[src/dnd_pkg.sv]
`timescale 1ns / 1ps

package dnd_pkg;

    localparam int STORE_DEPTH = 512;
    localparam int NAME_MAX    = 255;

    localparam int ADDR_W     = $clog2(STORE_DEPTH);
    localparam int POS_W      = 15;                      // 14-bit pointer target or store end
    localparam int LEN_W      = $clog2(NAME_MAX + 1);
    localparam int CHARS_PER  = 8;
    localparam int WIDX_W     = LEN_W - 3;
    localparam int NAME_WORDS = 2 ** WIDX_W;
    localparam int LIMIT_W    = 6;

    localparam logic [LIMIT_W-1:0] LIMIT_RESET = LIMIT_W'(16);
    localparam logic [7:0]         CHAR_DOT    = 8'h2E;

    localparam logic OP_LOAD   = 1'b0;
    localparam logic OP_DECODE = 1'b1;

    localparam logic [1:0] ST_OK    = 2'd0;
    localparam logic [1:0] ST_PTR   = 2'd1;
    localparam logic [1:0] ST_LONG  = 2'd2;
    localparam logic [1:0] ST_RANGE = 2'd3;

    typedef struct packed {
        logic       op;
        logic [8:0] address;
        logic [7:0] byte_value;
    } t_in;

    typedef struct packed {
        logic [63:0] name_chars;
        logic [3:0]  char_count;
        logic        last;
        logic [8:0]  consumed;
        logic [1:0]  status;
    } t_out;

    // walker -> emitter
    typedef struct packed {
        logic       append;
        logic [7:0] ch;
        logic       finish;
        logic [1:0] status;
        logic [8:0] consumed;
    } t_walk_evt;

    typedef enum logic [1:0] {
        W_IDLE,
        W_WALK,
        W_PTR
    } t_walk_state;

    typedef enum logic [1:0] {
        E_COLLECT,
        E_READ,
        E_SHOW
    } t_emit_state;

endpackage

[src/dnd_emit.sv]
`timescale 1ns / 1ps

module dnd_emit (
    input  logic                       i_clk,
    input  logic                       i_rst_n,
    input  dnd_pkg::t_walk_evt         i_evt,
    input  logic                       i_out_ready,
    output logic [dnd_pkg::LEN_W-1:0]  o_len,
    output logic                       o_idle,
    output logic                       o_out_valid,
    output dnd_pkg::t_out              o_out
);
    import dnd_pkg::*;

    logic [63:0] mem [NAME_WORDS];
    logic [63:0] r_rd;

    t_emit_state r_state, n_state;
    logic [LEN_W-1:0]  r_len, n_len;
    logic [63:0]       r_word, n_word;
    logic [WIDX_W-1:0] r_widx, n_widx;
    logic [1:0]        r_status, n_status;
    logic [8:0]        r_cons, n_cons;
    logic              r_single, n_single;

    logic [2:0]        lane;
    logic              wr_en;
    logic [WIDX_W-1:0] wr_addr;
    logic [63:0]       wr_data;
    logic [LEN_W-1:0]  len_m1;
    logic              last_word;
    logic              fail_or_empty;

    assign lane          = r_len[2:0];
    assign len_m1        = r_len - 1'b1;
    assign last_word     = r_single || r_widx == len_m1[LEN_W-1:3];
    assign fail_or_empty = i_evt.status != ST_OK || r_len == '0;

    always_ff @(posedge i_clk) begin
        if (wr_en) begin
            mem[wr_addr] <= wr_data;
        end
        if (r_state == E_READ) begin
            r_rd <= mem[r_widx];
        end
    end

    always_comb begin
        n_state = r_state;
        unique case (r_state)
            E_COLLECT: begin
                if (i_evt.finish) begin
                    n_state = fail_or_empty ? E_SHOW : E_READ;
                end
            end
            E_READ: n_state = E_SHOW;
            E_SHOW: begin
                if (i_out_ready) begin
                    n_state = last_word ? E_COLLECT : E_READ;
                end
            end
            default: n_state = E_COLLECT;
        endcase
    end

    always_comb begin
        n_len    = r_len;
        n_word   = r_word;
        n_widx   = r_widx;
        n_status = r_status;
        n_cons   = r_cons;
        n_single = r_single;
        wr_en    = 1'b0;
        wr_addr  = r_len[LEN_W-1:3];
        wr_data  = r_word;
        unique case (r_state)
            E_COLLECT: begin
                if (i_evt.append) begin
                    n_word = (lane == 3'd0 ? 64'd0 : r_word)
                             | (64'(i_evt.ch) << {lane, 3'b000});
                    n_len  = r_len + 1'b1;
                    // word complete: store it
                    if (lane == 3'd7) begin
                        wr_en   = 1'b1;
                        wr_data = n_word;
                    end
                end else if (i_evt.finish) begin
                    n_status = i_evt.status;
                    n_cons   = i_evt.status == ST_OK ? i_evt.consumed : 9'd0;
                    n_single = fail_or_empty;
                    n_widx   = '0;
                    // flush the partial last word
                    wr_en    = !fail_or_empty && lane != 3'd0;
                end
            end
            E_READ: begin
            end
            E_SHOW: begin
                if (i_out_ready) begin
                    if (last_word) begin
                        n_len = '0;
                    end else begin
                        n_widx = r_widx + 1'b1;
                    end
                end
            end
            default: begin
            end
        endcase
    end

    always_comb begin
        o_out            = '0;
        o_out_valid      = r_state == E_SHOW;
        o_out.last       = last_word;
        if (!r_single) begin
            o_out.name_chars = r_rd;
            o_out.char_count = (last_word && lane != 3'd0) ? {1'b0, lane} : 4'(CHARS_PER);
        end
        if (last_word) begin
            o_out.consumed = r_cons;
            o_out.status   = r_status;
        end
    end

    always_ff @(posedge i_clk) begin
        if (!i_rst_n) begin
            r_state <= E_COLLECT;
            r_len   <= '0;
        end else begin
            r_state <= n_state;
            r_len   <= n_len;
        end
        r_word   <= n_word;
        r_widx   <= n_widx;
        r_status <= n_status;
        r_cons   <= n_cons;
        r_single <= n_single;
    end

    assign o_len  = r_len;
    assign o_idle = r_state == E_COLLECT;

endmodule

[config.mk]
export PLATFORM = sky130hd
export DESIGN_NAME = dnd_emit
export DESIGN_NICKNAME = d
export VERILOG_FILES = /design/src/dnd_pkg.sv /design/src/dnd_emit.sv
export SDC_FILE = /design/constraint.sdc
export NUM_CORES = 2
export LEC_CHECK = 0
export ABC_AREA = 1
export BUFFER_PORTS_ARGS = -buffer_cell sky130_fd_sc_hd__buf_4
export CAP_MARGIN = 25
export CORE_UTILIZATION = 45
export DETAILED_ROUTE_END_ITERATION = 7
export SYNTH_ARGS = -nofsm -noshare
export SYNTH_HDL_FRONTEND = slang
export SYNTH_SLANG_ARGS = --single-unit
[constraint.sdc]
create_clock -name i_clk -period 15.9 [get_ports i_clk]
set_input_delay 3.18 -clock i_clk [delete_from_list [all_inputs] [get_ports i_clk]]
set_output_delay 3.18 -clock i_clk [all_outputs]
set_load 0.005 [all_outputs]
## Yosys cells after proc, flatten, opt, wreduce, memory -nomap -nowiden

Memory sizes are Yosys's and may differ from the RTL's. A register that Yosys moved wholly into a read port is not among the register bits.
Index checks and enable logic that the tools add are counted.

- Bits in registers: 91
- Bits in latches: 0
- Bits in writable memories: 2048
- Memory bits (read-only): 0
- Output and inout bits: 90
- Memories: 1

- $add $sub $neg: 3
- Multiply operators: 0
- Div/mod/pow operators: 0
- $lt $le $gt $ge: 0
- Equal/unequal tests: 10
- Shift-type cells: 1
- Muxes and demuxes: 27
- Bitwise logic cells: 2
- Reduce and logical (&&, ||, !) cells: 17

Memory list:

| name | depth | width | rd ports | clocked after memory_dff | write ports | RTL line | text |
|---|---|---|---|---|---|---|---|
| mem | 32 | 64 | 1 | 1 | 1 | dnd_emit.sv:15 | `logic [63:0] mem [NAME_WORDS];` |

Operators by type and width:

| cell | count |
|---|---|
| two-way mux 64 bit | 4 |
| two-way mux 68 bit | 1 |
| OR 64 bit | 1 |
| left shift 8 x 6 -> 64 bit | 1 |
| two-way mux 8 bit | 3 |
| two-way mux 5 bit | 4 |
| one-hot mux 8 bit (2 select lines) | 1 |
| two-way mux 11 bit | 1 |
| != test 2 bit, second input constant | 5 |
| one-hot mux 5 bit (2 select lines) | 1 |
| adder 8 x 1 -> 8 bit, second input constant | 1 |
| zero test 8 bit | 1 |
| subtractor 8 x 1 -> 8 bit, second input constant | 1 |
| two-way mux 1 bit | 7 |
| two-way mux 2 bit | 3 |
| one-hot mux 2 bit (3 select lines) | 1 |
| adder 5 x 1 -> 5 bit, second input constant | 1 |
| equality test 5 bit | 1 |
| AND reduction 5 bit | 1 |
| zero test 2 bit | 2 |
| two-way mux 4 bit | 1 |
| AND reduction 2 bit | 2 |
| AND reduction 4 bit | 1 |
| nonzero test 2 bit | 2 |
| 11 further kinds | 13 |

## Depth between registers and ports, before layout

- Word-level depth: 9
- Mapped depth: 15
- Depth with buffers taken out: 14

## Worst setup path after synthesis

Ideal clock, no wire load.

- Path type: input port to flip-flop
- From: in i_evt[20] in the netlist's numbering
- To: mem mem[0][0], enable pin
- Arrival: 8876 ps
- Required time: 15335 ps
- Slack: 6459 ps
- Cell stages on the path: 6
- Buffers on the path: 0
- Path through: nand2_1 > inv_2 > nand2_2 > inv_2 > a31oi_1 > nor3_1

- Longest elaborated chain between the ends: 4

Ends and longest elaborated chain:

| item | RTL line | text |
|---|---|---|
| start: declaration | dnd_emit.sv:6 | `input dnd_pkg::t_walk_evt i_evt,` |
| two-way mux 1 bit | dnd_emit.sv:78 | `if (i_evt.append) begin` |
| two-way mux 1 bit | dnd_emit.sv:76 | `unique case (r_state)` |
| two-way mux 1 bit | dnd_emit.sv:40 | `if (wr_en) begin` |
| two-way mux 1 bit (not written as such) | dnd_emit.sv:41 | `mem[wr_addr] <= wr_data;` |
| end: declaration | dnd_emit.sv:15 |  |

No other way between the ends.

## Final worst setup path

- From: in i_evt[20] in the netlist's numbering
- To: mem mem[10][17], enable pin

The elaborated chain is that of the path after synthesis.

==> run summary <==
======================================================================================
Run status .............................................................. finished, final reports clean
Die area ................................................................  195000 um^2
Die Width ...............................................................       442 um
Minimum hold slack ......................................................     0.533 ns
Setup crit start kind ...................................................    input pin
Arrival time at the worst endpoint ......................................      7.92 ns
Filler Cell Count .......................................................        15993
Initial Utilization .....................................................        0.455
Areal power density over the cells ......................................  138 nW/um^2
Number of placement rows ................................................          160
Area occupied by multi-input gates ......................................   18400 um^2
Reg-to-reg setup timing slack ...........................................     10.31 ns
Most frequent standard cell in the layout excluding fill and tap cells .. sky130_fd_sc_hd__edfxtp_1
Relative contribution of sequential cells to total power ................        0.487
Portion of total power attributed to the clock network ..................        0.378
Slowest cell delay on critical path .....................................      0.94 ns
Count of clock tree sinks ...............................................         2203
Maxcap violations .......................................................            0
Total core area .........................................................  191000 um^2
Placed Cells ............................................................         8888
Path class of the lowest-slack min-delay path ...........................   reg -> reg
Fin. Hold Viols .........................................................            0
First-pass GRT wire length ..............................................       367 mm
Buffer count from post-CTS setup fixing .................................            0
Ratio of cells with drive above 1 in the final layout ...................        0.101
Synthesized area divided by synthesized cell count ......................    13.2 um^2
H-tree depth reported by CTS ............................................            4
Flop and latch count out of synthesis ...................................         2203
Area fraction of the dominant cell type after synthesis .................        0.758
TritonCTS Buffers .......................................................          218
Routed WL ...............................................................       254 mm
Share of synthesized area occupied by flip-flops and latches ............        0.760
Mapped Cells ............................................................         6573
GRT Resource Usage Total ................................................        0.258
Worst voltage drop across the vdd grid ..................................  0.0000957 V
DRC Markers .............................................................            0
Net switching fraction of the power .....................................        0.268
Worst path most repeated cell ........................................... sky130_fd_sc_hd__buf_4
Gr ovfl total ...........................................................            0
CTS hold repair buffers .................................................            0
Number of distinct standard cells referenced by the synthesized netlist .           40
Number of global-route vias before repair ...............................        52747
CTS max path bufs .......................................................            3
Proportion of power drawn by combinational gates ........................        0.135
Vias ....................................................................        55730
Critical Path Sink Type .................................................     register
Sw power ................................................................      3.62 mW
Fraction of the core area covered by cells at the end of the flow .......        0.514
Post-layout instance area ...............................................   98100 um^2
Design Power ............................................................      13.5 mW
Upper clock frequency limit .............................................      135 MHz
Yosys top cell by area .................................................. sky130_fd_sc_hd__edfxtp_1
Number of nets with antenna violations after routing ....................            0
Min Tclk post-route .....................................................      7.42 ns
Top-level I/O count .....................................................          114
Internal power ..........................................................      9.90 mW
Clock transition at the registers of the reported paths .................      0.06 ns
Final net count .........................................................         6643
Violation count after the first detailed-route iteration ................         6605
Most frequent cells in the layout ....................................... 2193 x sky130_fd_sc_hd__edfxtp_1, 1205 x sky130_fd_sc_hd__nor2_1, 975 x sky130_fd_sc_hd__o21ai_0
Top cells by area, synth ................................................ sky130_fd_sc_hd__edfxtp_1 76%, sky130_fd_sc_hd__o21ai_0 5.9%, sky130_fd_sc_hd__nor2_1 5.3%, sky130_fd_sc_hd__o22ai_1 2.7%, sky130_fd_sc_hd__nand2_1 1.8%
Total count of max-transition violations in the final report ............            0
Pin slew with the least headroom to its limit ...........................      1.12 ns
Final instance count without filler cells ...............................         9317
P_leak ..................................................................      31.7 nW
Peak fanout along the critical path .....................................           40
Average detailed-routed wire length per instance ........................      27.3 um
Clock latency at the later pin of the worst-skew pair ...................      0.87 ns
Detail-routed via count per cell ........................................         5.98
Slew Limit Headroom .....................................................        0.248
Cell Area, Synth ........................................................   86900 um^2
Sum of net half-perimeters after detailed placement .....................       136 mm
Setup skew after layout .................................................    0.0411 ns
Cells traversed along the worst timing path ............................. buf_4 > nand2_1 > clkinv_2 > nand2_2 > inv_4 > a31oi_1 > inv_1 > nand3_2 > nor2_4 > buf_4 > buf_4
Unrepaired setup endpoints after global routing .........................        false
TritonRoute pass-1 iters ................................................            6
Syn_nets ................................................................         6602
Gates resized, CTS repair ...............................................            0
Period Utilization, post-route ..........................................        0.467
Setup CP Type ...........................................................    in -> reg
Worst setup slack after placement .......................................      7.68 ns
Standard cell with the maximum stage delay on the critical path ......... sky130_fd_sc_hd__nor2_4
Die Ht ..................................................................       442 um
Seq. cell area ..........................................................   66100 um^2
Antenna violations before repair ........................................            9
Area Growth Syn to Fin ..................................................        12.8%
Setup violators final ...................................................            0
Pin count of the biggest net entering global routing ....................          206
Total negative setup slack ..............................................         0 ns
Count of input and output buffers .......................................          113
Yosys warning total .....................................................            0
Minimum setup slack in the final design .................................      8.48 ns
Final Wtd Congestion ....................................................        0.841
Library cell used as clock root buffer .................................. sky130_fd_sc_hd__clkbuf_16
TritonCTS clock tree ....................................................        built
Worst path required time ................................................     16.39 ns
Instance area at placement ..............................................   90700 um^2
======================================================================================
-- synthesized netlist by cell type --
| master | instances |
|---|---|
| sky130_fd_sc_hd__dfxtp_1 | 10 |
| sky130_fd_sc_hd__clkinv_1 | 2 |
| sky130_fd_sc_hd__nand2_2 | 4 |
| sky130_fd_sc_hd__o32ai_1 | 8 |
| sky130_fd_sc_hd__inv_4 | 1 |
| sky130_fd_sc_hd__buf_4 | 40 |
| sky130_fd_sc_hd__o31ai_1 | 1 |
| sky130_fd_sc_hd__nor2_1 | 1238 |
| sky130_fd_sc_hd__buf_2 | 122 |
| sky130_fd_sc_hd__inv_1 | 185 |
| sky130_fd_sc_hd__nand3_2 | 3 |
| sky130_fd_sc_hd__or2_1 | 3 |
| sky130_fd_sc_hd__clkbuf_2 | 2 |
| sky130_fd_sc_hd__inv_2 | 5 |
| sky130_fd_sc_hd__o21ai_0 | 1023 |
| sky130_fd_sc_hd__clkbuf_1 | 266 |
| sky130_fd_sc_hd__and3_1 | 1 |
| sky130_fd_sc_hd__o21ai_1 | 118 |
| sky130_fd_sc_hd__nand3_1 | 115 |
| sky130_fd_sc_hd__ha_1 | 5 |
| sky130_fd_sc_hd__a31oi_1 | 71 |
| sky130_fd_sc_hd__or2_0 | 10 |
| sky130_fd_sc_hd__buf_6 | 20 |
| sky130_fd_sc_hd__o211ai_1 | 51 |
| sky130_fd_sc_hd__nand4_1 | 29 |
| sky130_fd_sc_hd__nor2_4 | 1 |
| sky130_fd_sc_hd__edfxtp_1 | 2193 |
| sky130_fd_sc_hd__buf_1 | 18 |
| sky130_fd_sc_hd__a21oi_1 | 61 |
| sky130_fd_sc_hd__nor2_2 | 1 |
| sky130_fd_sc_hd__o22ai_1 | 375 |
| sky130_fd_sc_hd__o21a_1 | 13 |
| sky130_fd_sc_hd__nor3b_1 | 1 |
| sky130_fd_sc_hd__xnor2_1 | 1 |
| sky130_fd_sc_hd__nor3_1 | 17 |
| sky130_fd_sc_hd__a211oi_1 | 1 |
| sky130_fd_sc_hd__xor2_1 | 5 |
| sky130_fd_sc_hd__nand2_1 | 409 |
| sky130_fd_sc_hd__o221ai_1 | 142 |
| sky130_fd_sc_hd__a32oi_1 | 2 |
-- layer usage --
metal,global-route usage,part of all wire,up-vias
li1,-,-,24548
met2,0.419,0.48,2611
met1,0.350,0.40,28103
met4,0.106,0.041,4
met5,0,0.00011,-
met3,0.0352,0.074,464
-- flip-flops by register name, indices dropped and copies added, names as in the netlist --
signal and cells:
r_single 1, o_len 8, r_word 64, r_rd 64, r_status 2, r_state 2
r_widx 5, mem 2048, r_cons 9
-- area by class of cell --
| cell class | count | share of cell area |
|---|---|---|
| multi-input cells | 3709 | 0.188 |
| flip-flops and latches | 2203 | 0.673 |
| repair buffers | 289 | 0.0267 |
| well taps | 2511 | 0.0320 |
| clock inverters | 138 | 0.0138 |
| diodes | 2 | 0.0000510 |
| clock buffers | 272 | 0.0581 |
| inverters | 193 | 0.00784 |
-- final timing paths --
check | from | cells after the start | endpoint
min | o_len[1] | 2 | o_len[1]
max | i_evt[20] | 11 | mem[10][17]
min reg2reg | o_len[1] | 2 | o_len[1]
max reg2reg | r_state[1] | 11 | mem[10][17]
-- worst max-delay path, delay by kind of cell --
family / cells / cell delay (ns)
buffers and inverters: 6 / 2.39
and+or+nand+nor: 4 / 2.04
AOI/OAI and AO/OA: 1 / 0.14
-- power groups by stage --
stage	sequential (mW)	combinational (mW)	clock, mW
after floorplan	6.72	1.08	0
after global routing	6.59	1.96	5.37
final	6.59	1.82	5.11
after detailed placement	6.72	1.78	0
after CTS	6.59	1.79	5.16
after global placement	6.72	1.75	0
-- kinds of logic (layout without fill, tap and decap cells) --
kind of cell	Yosys count	after routing	synth area share
AND/OR/NAND/NOR	1832	1832	0.0827
flip-flops	2203	2203	0.760
adder cells (fa/ha/maj)	5	5	0.000720
AO/OA/AOI/OAI	1866	1866	0.122
buffers and inverters	661	892	0.0338
other	0	2	0
XOR/XNOR	6	6	0.000604
Note: power is estimated with default switching activity, not from simulation.
